File: config.mk
export PLATFORM = sky130hd
export DESIGN_NAME = nstp_ctrl
export DESIGN_NICKNAME = d
export VERILOG_FILES = /design/src/hw/rtl/nstp_pkg.sv /design/src/hw/rtl/nstp_ctrl.sv
export SDC_FILE = /design/constraint.sdc
export NUM_CORES = 1
export LEC_CHECK = 0
export ABC_AREA = 0
export BUFFER_PORTS_ARGS = -buffer_cell sky130_fd_sc_hd__clkbuf_2
export CORE_AREA = 2 2 41 43
export CTS_CLUSTER_SIZE = 28
export DETAILED_ROUTE_END_ITERATION = 10
export DIE_AREA = 0 0 43 45
export HOLD_SLACK_MARGIN = 0.05
export PLACE_DENSITY = 0.78
export SLEW_MARGIN = 30
export SYNTH_ARGS = -nofsm -noshare
export SYNTH_HDL_FRONTEND = slang
export SYNTH_SLANG_ARGS = --single-unit
export TNS_END_PERCENT = 30
File: constraint.sdc
create_clock -name clock -period 3.2 [get_ports clock]
set_clock_uncertainty 0.2 [all_clocks]
set_input_delay 0.48 -clock clock [delete_from_list [all_inputs] [get_ports clock]]
set_output_delay 0.48 -clock clock [all_outputs]
set_load 0.03 [all_outputs]
File: src/hw/rtl/nstp_pkg.sv
// nstp_pkg: shared types and constants for the nested scope time profiler
// used by nstp_ctrl, nstp_dpath and nested_scope_time_profiler
`timescale 1ns / 1ps
package nstp_pkg;

   localparam int TIME_W  = 48;
   localparam int CALLS_W = 32;

   localparam logic [TIME_W-1:0]  TIME_MAX  = '1;
   localparam logic [CALLS_W-1:0] CALLS_MAX = '1;

   // operation codes
   localparam logic [1:0] OP_BEGIN = 2'd0;
   localparam logic [1:0] OP_END   = 2'd1;
   localparam logic [1:0] OP_STEP  = 2'd2;
   localparam logic [1:0] OP_READ  = 2'd3;

   // status codes
   localparam logic [1:0] ST_OK     = 2'd0;
   localparam logic [1:0] ST_ENTRY  = 2'd1;
   localparam logic [1:0] ST_FULL   = 2'd2;
   localparam logic [1:0] ST_EMPTY  = 2'd3;

   // register index of active_entry_count
   localparam logic REG_ACTIVE = 1'b0;

   typedef struct packed {
      logic [1:0]        op;
      logic [4:0]        entry;
      logic [TIME_W-1:0] timestamp;
      logic [5:0]        history_slot;
   } req_item_type;

   typedef struct packed {
      logic [1:0]         status;
      logic [TIME_W-1:0]  own_time;
      logic [TIME_W-1:0]  total_time;
      logic [CALLS_W-1:0] call_count;
      logic [5:0]         ring_position;
   } rsp_item_type;

   typedef struct packed {
      logic [4:0]        entry;
      logic [TIME_W-1:0] stamp;
   } stk_word_type;

   typedef struct packed {
      logic [TIME_W-1:0]  own;
      logic [TIME_W-1:0]  total;
      logic [CALLS_W-1:0] calls;
   } stats_type;

   typedef enum logic [1:0] {
      SRC_STACK,
      SRC_REQ,
      SRC_STEP
   } live_src_type;

   typedef enum logic [4:0] {
      S_CLEAR,
      S_IDLE,
      S_CHECK,
      S_BEG_RD,
      S_BEG_LATCH,
      S_BEG_CHARGE,
      S_BEG_PUSH,
      S_BEG_CALL,
      S_END_RD,
      S_END_LATCH,
      S_END_CHARGE,
      S_END_RD2,
      S_END_LATCH2,
      S_END_CHARGE2,
      S_STEP_RD,
      S_STEP_WR,
      S_STEP_ADV,
      S_READ_RD,
      S_RESP
   } state_type;

   // controller to datapath
   typedef struct packed {
      logic         load;
      logic         check;
      logic         stk_rd;
      logic         latch;
      logic         charge_own;
      logic         charge_total;
      logic         stk_wr_top;
      logic         push;
      logic         pop;
      logic         live_rd;
      live_src_type live_src;
      logic         call_wr;
      logic         step_init;
      logic         step_wr;
      logic         ring_adv;
      logic         hist_rd;
      logic         clr_wr;
      logic         respond;
   } cmd_type;

   // datapath to controller
   typedef struct packed {
      logic       err;
      logic [1:0] op;
      logic       depth_zero;
      logic       lim_zero;
      logic       step_more;
      logic       clr_last;
   } sts_type;

endpackage

File: src/hw/rtl/nstp_ctrl.sv
// nstp_ctrl: sequencing state machine for the profiler
// depends on nstp_pkg; drives nstp_dpath through cmd/sts structs
`timescale 1ns / 1ps
module nstp_ctrl (
   input  logic             clock,
   input  logic             reset,
   input  logic             start,
   output logic             busy,
   input  nstp_pkg::sts_type sts,
   output nstp_pkg::cmd_type cmd
);

   nstp_pkg::state_type state_ff, state_in;

   // state register
   always_ff @(posedge clock) begin
      if (reset) begin
         state_ff <= nstp_pkg::S_CLEAR;
      end else begin
         state_ff <= state_in;
      end
   end

   // next state and commands
   always_comb begin
      state_in = state_ff;
      cmd      = '0;
      cmd.live_src = nstp_pkg::SRC_STACK;
      busy     = 1'b1;
      unique case (state_ff)
         nstp_pkg::S_CLEAR: begin
            cmd.clr_wr = 1'b1;
            if (sts.clr_last) state_in = nstp_pkg::S_IDLE;
         end
         nstp_pkg::S_IDLE: begin
            busy = 1'b0;
            if (start) begin
               cmd.load = 1'b1;
               state_in = nstp_pkg::S_CHECK;
            end
         end
         nstp_pkg::S_CHECK: begin
            cmd.check = 1'b1;
            if (sts.err) begin
               state_in = nstp_pkg::S_RESP;
            end else begin
               unique case (sts.op)
                  nstp_pkg::OP_BEGIN:
                     state_in = sts.depth_zero ? nstp_pkg::S_BEG_PUSH : nstp_pkg::S_BEG_RD;
                  nstp_pkg::OP_END:
                     state_in = nstp_pkg::S_END_RD;
                  nstp_pkg::OP_STEP: begin
                     cmd.step_init = 1'b1;
                     state_in = sts.lim_zero ? nstp_pkg::S_STEP_ADV : nstp_pkg::S_STEP_RD;
                  end
                  default:
                     state_in = nstp_pkg::S_READ_RD;
               endcase
            end
         end
         // begin: charge the old top if any, then push and count the call
         nstp_pkg::S_BEG_RD: begin
            cmd.stk_rd = 1'b1;
            state_in   = nstp_pkg::S_BEG_LATCH;
         end
         nstp_pkg::S_BEG_LATCH: begin
            cmd.latch   = 1'b1;
            cmd.live_rd = 1'b1;
            state_in    = nstp_pkg::S_BEG_CHARGE;
         end
         nstp_pkg::S_BEG_CHARGE: begin
            cmd.charge_own   = 1'b1;
            cmd.charge_total = 1'b1;
            cmd.stk_wr_top   = 1'b1;
            state_in         = nstp_pkg::S_BEG_PUSH;
         end
         nstp_pkg::S_BEG_PUSH: begin
            cmd.push     = 1'b1;
            cmd.live_rd  = 1'b1;
            cmd.live_src = nstp_pkg::SRC_REQ;
            state_in     = nstp_pkg::S_BEG_CALL;
         end
         nstp_pkg::S_BEG_CALL: begin
            cmd.call_wr = 1'b1;
            state_in    = nstp_pkg::S_RESP;
         end
         // end: pop and charge, then charge total of the new top if any
         nstp_pkg::S_END_RD: begin
            cmd.stk_rd = 1'b1;
            cmd.pop    = 1'b1;
            state_in   = nstp_pkg::S_END_LATCH;
         end
         nstp_pkg::S_END_LATCH: begin
            cmd.latch   = 1'b1;
            cmd.live_rd = 1'b1;
            state_in    = nstp_pkg::S_END_CHARGE;
         end
         nstp_pkg::S_END_CHARGE: begin
            cmd.charge_own   = 1'b1;
            cmd.charge_total = 1'b1;
            state_in = sts.depth_zero ? nstp_pkg::S_RESP : nstp_pkg::S_END_RD2;
         end
         nstp_pkg::S_END_RD2: begin
            cmd.stk_rd = 1'b1;
            state_in   = nstp_pkg::S_END_LATCH2;
         end
         nstp_pkg::S_END_LATCH2: begin
            cmd.latch   = 1'b1;
            cmd.live_rd = 1'b1;
            state_in    = nstp_pkg::S_END_CHARGE2;
         end
         nstp_pkg::S_END_CHARGE2: begin
            cmd.charge_total = 1'b1;
            cmd.stk_wr_top   = 1'b1;
            state_in         = nstp_pkg::S_RESP;
         end
         // step: copy each active entry into the ring slot, then advance the ring
         nstp_pkg::S_STEP_RD: begin
            cmd.live_rd  = 1'b1;
            cmd.live_src = nstp_pkg::SRC_STEP;
            state_in     = nstp_pkg::S_STEP_WR;
         end
         nstp_pkg::S_STEP_WR: begin
            cmd.step_wr = 1'b1;
            state_in = sts.step_more ? nstp_pkg::S_STEP_RD : nstp_pkg::S_STEP_ADV;
         end
         nstp_pkg::S_STEP_ADV: begin
            cmd.ring_adv = 1'b1;
            state_in     = nstp_pkg::S_RESP;
         end
         nstp_pkg::S_READ_RD: begin
            cmd.hist_rd = 1'b1;
            state_in    = nstp_pkg::S_RESP;
         end
         nstp_pkg::S_RESP: begin
            cmd.respond = 1'b1;
            state_in    = nstp_pkg::S_IDLE;
         end
         default: begin
            state_in = nstp_pkg::S_IDLE;
         end
      endcase
   end

endmodule

; ---- Yosys cells after proc, flatten, opt, wreduce, memory -nomap -nowiden
; Cells that the tools add are included.
[classes]
n_eq_ne = 22
n_mux = 31
n_reduce_logical = 10
[ops]
columns = operator, n
row1 = $pmux W5 S15, 1
row2 = $eq A5 B4 Y1 const B, 8
row3 = $mux W5, 6
row4 = $mux W1, 21
row5 = $eq A5 B3 Y1 const B, 4
row6 = $eq A5 B5 Y1 const B, 3
row7 = $pmux W5 S3, 1
row8 = $eq A5 B2 Y1 const B, 2
row9 = $reduce_or A3 Y1, 3
row10 = $eq A5 B1 Y1 const B, 1
row11 = $logic_not A5 Y1, 1
row12 = $reduce_or A5 Y1, 1
row13 = $ne A2 B2 Y1 const B, 2
row14 = $pmux W2 S2, 1
row15 = $reduce_or A2 Y1, 2
row16 = $reduce_or A4 Y1, 1
row17 = $mux W3, 1
row18 = $eq A2 B1 Y1 const B, 1
row19 = $eq A2 B2 Y1 const B, 1
row20 = $logic_not A2 Y1, 1
row21 = $reduce_and A2 Y1, 1
[totals]
register_bits = 5
in_bits = 10
out_inout_bits = 20
wordCells = 64

; ---- Logic depth before layout (Yosys ltp)
; Gate-level depths: netlist of run 1.
[logic_depth]
depth_word = 4
ltp_mapped = 6
mapped_depth_nobuf = 4

; ---- Worst setup path after synthesis of run 1
; No wires, ideal clock.
[synth_path]
kind = flip-flop to output port
start = register state_ff[2]
end = output cmd[3] (netlist bit)
arrival_time_ns = 1.610
t_required_ns = 2.520
slack_ns = 0.910
stages_incl_launch_ff = 4
n_path_buf = 1
path_cell_list = dfxtp_1 -> buf_6 -> or3b_2 -> nor3_1
[synth_rtl]
columns = item, line_no
row1 = "start, declared", nstp_ctrl.sv:13  ; nstp_pkg::state_type state_ff, state_in;
row2 = "start signal, assigned", nstp_ctrl.sv:18  ; state_ff <= nstp_pkg::S_CLEAR;
row3 = "start signal, assigned", nstp_ctrl.sv:20  ; state_ff <= state_in;
row4 = "end, declared", nstp_ctrl.sv:10  ; output nstp_pkg::cmd_type cmd

==> results of run 1 <==
critical path: stages (launching register included):
cell and delay [ns]:
dfxtp_1 0.67, nand2b_1 0.19, or3b_2 0.51, o21a_1 0.11, nor2_1 0.08, clkbuf_2 0.21
layout make-up:
type / instances / area [um2]
Multi-Input combinational cell: 82 / 532
Clock buffer: 4 / 26.3
Fill cell: 159 / 626
Inverter: 2 / 7.51
Timing Repair Buffer: 31 / 160
Tap cell: 16 / 20.0
Sequential cell: 5 / 100
through the flow:
stage	cells	cell area [um2]	util, %
after detailed placement	136	820	55.7
after CTS	140	846	57.5
final	140	846	57.5
after global routing	140	846	57.5
after floorplan	99	702	-
after global placement	136	820	55.7
placed cells by master (no fill, tap or decap), drive strengths merged, types with 2 or more instances in the layout:
cell / netlist / routed
nand2b: 6 / 6
a21oi: 9 / 9
dfxtp: 5 / 5
or3b: 3 / 3
nand3b: 4 / 4
buf: 9 / 2
nor4: 2 / 2
clkbuf: 1 / 33
nand2: 10 / 10
nor2: 9 / 9
nor3b: 3 / 3
inv: 2 / 2
nand3: 2 / 2
o21ai: 3 / 3
o21a: 3 / 3
nor3: 8 / 8
metal layers:
layer	vias up	global-route usage (%)
li1	411	-
met1	391	24.3
met2	31	33.3
met3	2	3.60
met4	0	5.45
met5	-	0
power groups by stage:
stage / logic (mW) / clock network (mW) / registers (mW)
floorplan: 0.0662 / 0 / 0.0696
global placement: 0.0815 / 0 / 0.0768
detailed placement: 0.0838 / 0 / 0.0767
CTS: 0.0838 / 0.0757 / 0.0757
global route: 0.0908 / 0.0821 / 0.0773
finish: 0.0836 / 0.0720 / 0.0759
cell families (layout without fill, tap and decap cells):
family,after synthesis,count (layout)
flip-flops,5,5
multiplexers,2,2
buffers and inverters,12,37
AND/OR/NAND/NOR,53,53
AO/OA/AOI/OAI,26,26
XOR/XNOR,1,1
path summary, 6_finish.rpt:
kind,endpoint,cells past startpoint,startpoint,slack (ns)
worst max register to register,state_ff[3],4,state_ff[2],1.19
worst max-delay path,cmd[13],5,state_ff[3],0.51
worst min-delay path,state_ff[0],3,sts[0],0.28
worst min register to register,state_ff[4],2,state_ff[4],0.55
synthesized netlist by cell type, drive strengths merged, types with 2 or more instances:
cell / instances / share of area, %
o21a: 3 / 3.2
inv: 2 / 1.1
nand3: 2 / 1.4
dfxtp: 5 / 14
nand2b: 6 / 5.3
o21ai: 3 / 2.1
nor4: 2 / 3.9
nor3: 8 / 7.1
buf: 9 / 8.4
nor3b: 3 / 3.2
or3b: 3 / 4.1
a21oi: 9 / 6.4
nor2: 9 / 4.8
nand2: 10 / 5.7
nand3b: 4 / 4.3
==> impl_metrics.env, run 1 <==
export IMPL_synth_edf_count=0
export IMPL_pwr_density_cell_mw_per_mm2=274
export IMPL_slew_viol_final=0
export IMPL_regMostFlops="state_ff"
export IMPL_seq_power_share_pct=32.8
export IMPL_antenna_found_initial=0
export IMPL_ioPinCount=30
export IMPL_cts_hold_buf=0
export IMPL_rows=14
export IMPL_port_buffers=29
export IMPL_syn_area_um2=702
export IMPL_muxShareOfSynthArea_pct=3.03
export IMPL_critPathLaunchType="flip-flop"
export IMPL_grt_max_degree=23
export IMPL_setup_slack_ns=0.509
export IMPL_synth_seq_cells=5
export IMPL_power_switching_mw=0.0860
export IMPL_grt_pass1_wl_um=2800
export IMPL_synth_seq_area_share_pct=14.3
export IMPL_syn_num_nets=109
export IMPL_power_frac_comb_pct=36.1
export IMPL_cap_violations=0
export IMPL_power_mw=0.232
export IMPL_worst_slew_pin_slew_ns=0.758
export IMPL_cts_root_buf="clkbuf_4"
export IMPL_overflow=0
export IMPL_max_vdd_ir_drop_uv=171
export IMPL_min_period_ns=2.69
export IMPL_clk_latency_ns=0.24
export IMPL_setup_tns_ns=0
export IMPL_place_congestion=0.753
export IMPL_synth_compound_area_share_pct=25.3
export IMPL_largest_reg_flops=5
export IMPL_clk_path_buf_depth=2
export IMPL_dpl_hpwl_um=1390
export IMPL_synth_xor_area_share_pct=1.25
export IMPL_topRoutingLayerUsed="met4"
export IMPL_nets=135
export IMPL_met2_length_um=885
export IMPL_drtPass1Iterations=5
export IMPL_synth_warnings=0
export IMPL_postCtsSetupBuffers=0
export IMPL_drtAntennaViolNets=0
export IMPL_hp_class="in2reg"
export IMPL_post_cts_resized=0
export IMPL_cts_tree="done"
export IMPL_pre_cts_slack_ns=0.768
export IMPL_drive_gt1_share_pct=36.3
export IMPL_dr_wl_met3_um=94
export IMPL_slew_headroom_pct=49.4
export IMPL_required_ns=2.52
export IMPL_syn_to_final_growth_pct=20.5
export IMPL_syn_area_per_cell_um2=7.09
export IMPL_cp_max_fo=18
export IMPL_avgViaCountPerCell=5.96
export IMPL_status="finished, final reports clean"
export IMPL_synth_distinct_cells=43
export IMPL_dieArea_mm2=0.00194
export IMPL_hold_ws_ns=0.279
export IMPL_p_leak_nw=0.352
export IMPL_htreeDepth=1
export IMPL_die_x_um=43
export IMPL_reg_largest_list="state_ff: 5 flops"
export IMPL_drc=0
export IMPL_clkPwrFrac_pct=31.1
export IMPL_synthFlopType="dfxtp_1"
export IMPL_wl_met1_um=750
export IMPL_post_route_period_util_pct=84.1
export IMPL_synth_top_family_by_area="simple AND/OR/NAND/NOR gates"
export IMPL_clk_pin_slew_ns=0.04
export IMPL_finalHoldViolations=0
export IMPL_drt_total_wl_um=1750
export IMPL_switching_share_pct=37.1
export IMPL_fmax_mhz=372
export IMPL_die_h_um=45
export IMPL_cp_end_kind="output port"
export IMPL_arrival_ns=2.01
export IMPL_synthSimpleGateAreaFrac_pct=46.2
export IMPL_intPower_mw=0.146
export IMPL_cts_buffers=3
export IMPL_clock_sinks=5
export IMPL_rsz0062_at_grt="no"
export IMPL_route_vias_total=835
export IMPL_core_mm2=0.00147
export IMPL_setup_viol=0
export IMPL_diodes=0
export IMPL_ys_async_sr_fraction_pct=0
export IMPL_critical_path_class="reg2out"
export IMPL_synthAdderAreaFrac_pct=0
export IMPL_initial_core_util_pct=47.7
export IMPL_grt_use_total_pct=19.1
export IMPL_grt_pass1_vias=667
export IMPL_drtIter0Drc=13
export IMPL_syn_inst=99
export IMPL_wl_per_cell_um=12.5
Power figures use the tool's default switching activity.
==> inputs of run 2 (changes only) <==
--- a/config.mk
+++ b/config.mk
@@ -7,12 +7,12 @@
 export LEC_CHECK = 0
 export ABC_AREA = 0
 export BUFFER_PORTS_ARGS = -buffer_cell sky130_fd_sc_hd__clkbuf_2
-export CORE_AREA = 2 2 41 43
+export CORE_AREA = 2 2 44 46
 export CTS_CLUSTER_SIZE = 28
 export DETAILED_ROUTE_END_ITERATION = 10
-export DIE_AREA = 0 0 43 45
+export DIE_AREA = 0 0 46 48
 export HOLD_SLACK_MARGIN = 0.05
-export PLACE_DENSITY = 0.78
+export PLACE_DENSITY = 0.71
 export SLEW_MARGIN = 30
 export SYNTH_ARGS = -nofsm -noshare
 export SYNTH_HDL_FRONTEND = slang
==> constraint.sdc (replaced) <==
create_clock -name clock -period 2.4 [get_ports clock]
set_clock_uncertainty 0.2 [all_clocks]
set_input_delay 0.36 -clock clock [delete_from_list [all_inputs] [get_ports clock]]
set_output_delay 0.36 -clock clock [all_outputs]
set_load 0.03 [all_outputs]
==> impl_metrics.env, run 2 (synthesized netlist as in run 1, its figures left out) <==
export IMPL_status="finished, final reports clean"
export IMPL_setup_tns_ns=0
export IMPL_drive_gt1_share_pct=39.8
export IMPL_htreeDepth=1
export IMPL_critPathLaunchType="flip-flop"
export IMPL_syn_to_final_growth_pct=25.3
export IMPL_cts_root_buf="clkbuf_4"
export IMPL_setup_viol=0
export IMPL_power_mw=0.318
export IMPL_clk_pin_slew_ns=0.05
export IMPL_drtPass1Iterations=4
export IMPL_grt_use_total_pct=18.0
export IMPL_min_from="sts[0]"
export IMPL_clock_sinks=5
export IMPL_die_h_um=48
export IMPL_worst_slew_pin_slew_ns=0.415
export IMPL_dpl_hpwl_um=1530
export IMPL_port_buffers=29
export IMPL_clk_path_buf_depth=2
export IMPL_critPathSlowestCell="nor3b_1"
export IMPL_grt_max_degree=21
export IMPL_initial_core_util_pct=41.6
export IMPL_ioPinCount=30
export IMPL_drt_total_wl_um=1920
export IMPL_startpoint="state_ff[1]"
export IMPL_avgViaCountPerCell=5.74
export IMPL_regMostFlops="state_ff"
export IMPL_hp_class="in2reg"
export IMPL_antenna_found_initial=0
export IMPL_cts_hold_buf=0
export IMPL_cts_tree="done"
export IMPL_critPathMaxStageDelay_ns=0.42
export IMPL_die_x_um=46
export IMPL_clk_latency_ns=0.24
export IMPL_overflow=0
export IMPL_cp_max_fo=13
export IMPL_post_cts_resized=0
export IMPL_drtAntennaViolNets=0
export IMPL_cp_cell_sequence="buf_4 -> nor3_1 -> nor3b_1 -> clkbuf_2"
export IMPL_rows=15
export IMPL_layout_common_cells="clkbuf_2, nor2_1, nand2_1, a21oi_1"
export IMPL_arrival_ns=1.73
export IMPL_fillers=182
export IMPL_dr_wl_met3_um=89
export IMPL_p_leak_nw=0.374
export IMPL_slew_headroom_pct=72.3
export IMPL_topRoutingLayerUsed="met3"
export IMPL_dieArea_mm2=0.00221
export IMPL_rsz0062_at_grt="no"
export IMPL_wl_met1_um=855
export IMPL_pwr_density_cell_mw_per_mm2=361
export IMPL_largest_reg_flops=5
export IMPL_nets=139
export IMPL_grt_pass1_vias=700
export IMPL_fmax_mhz=437
export IMPL_max_vdd_ir_drop_uv=229
export IMPL_drtIter0Drc=20
export IMPL_met2_length_um=973
export IMPL_required_ns=1.84
export IMPL_cts_buffers=3
export IMPL_final_common_cell="clkbuf_2"
export IMPL_cp_end_kind="output port"
export IMPL_hold_ws_ns=0.149
export IMPL_reg_largest_list="state_ff: 5 flops"
export IMPL_drc=0
export IMPL_postCtsSetupBuffers=0
export IMPL_slew_viol_final=0
export IMPL_place_congestion=0.829
export IMPL_min_period_ns=2.29
export IMPL_route_vias_total=833
export IMPL_critical_path_class="reg2out"
export IMPL_finalHoldViolations=0
export IMPL_core_mm2=0.00169
export IMPL_post_route_period_util_pct=95.3
export IMPL_cap_violations=0
export IMPL_wl_per_cell_um=13.2
export IMPL_grt_pass1_wl_um=3000
export IMPL_r2r_start="state_ff[2]"
export IMPL_diodes=0
## run 2: cell count changes in the layout (fill, tap and decap cells not counted)
| cell | change |
|---|---|
| dfxtp_2 | +2 |
| buf_4 | +4 |
| dfxtp_1 | -2 |
## run 2: layer usage
layer | GRT usage, % | vias up
met3 | 2.26 | 0
met5 | 0 | -
met2 | 35.3 | 29
li1 | - | 415
met4 | 0.571 | 0
met1 | 21.8 | 389
## run 2: layout make-up
cell class,count,area [um2],share of cell area (%)
Inverter,2,7.51,0.853
Multi-Input combinational cell,82,532,60.5
Timing Repair Buffer,35,190,21.6
Tap cell,17,21.3,2.42
Clock buffer,4,26.3,2.99
Sequential cell,5,103,11.7
## run 2: worst paths after layout
path / endpoint / slack [ns] / depth (start not counted)
max: cmd[1] / 0.11 / 4
min: state_ff[0] / 0.15 / 3
max reg2reg: state_ff[0] / 0.65 / 5
min reg2reg: state_ff[3] / 0.50 / 3
## run 2: metrics by stage
stage	instances	util (%)	setup WS, ns	instance area (um2)
3_5_place_dp	141	50.4	0.306	851
5_1_grt	145	52.1	0.0379	880
6_report	145	52.1	0.114	880
4_1_cts	145	51.9	0.0509	877
2_1_floorplan	99	-	0.230	702
3_3_place_gp	141	50.4	0.330	851
## run 2: power breakdown
part	internal [mW]	leakage (nW)	switching [mW]	total, mW
Combinational	0.0482	0.318	0.0751	0.123
Clock	0.0628	0.0150	0.0342	0.0970
Sequential	0.0883	0.0414	0.00911	0.0974
Total	0.199	0.374	0.118	0.318
## run 2: critical path, delay by kind of cell (launching register included)
kind                   cells  cell delay [ns]
AND/OR/NAND/NOR            2             0.70
buffers and inverters      2             0.46
flip-flops                 1             0.32
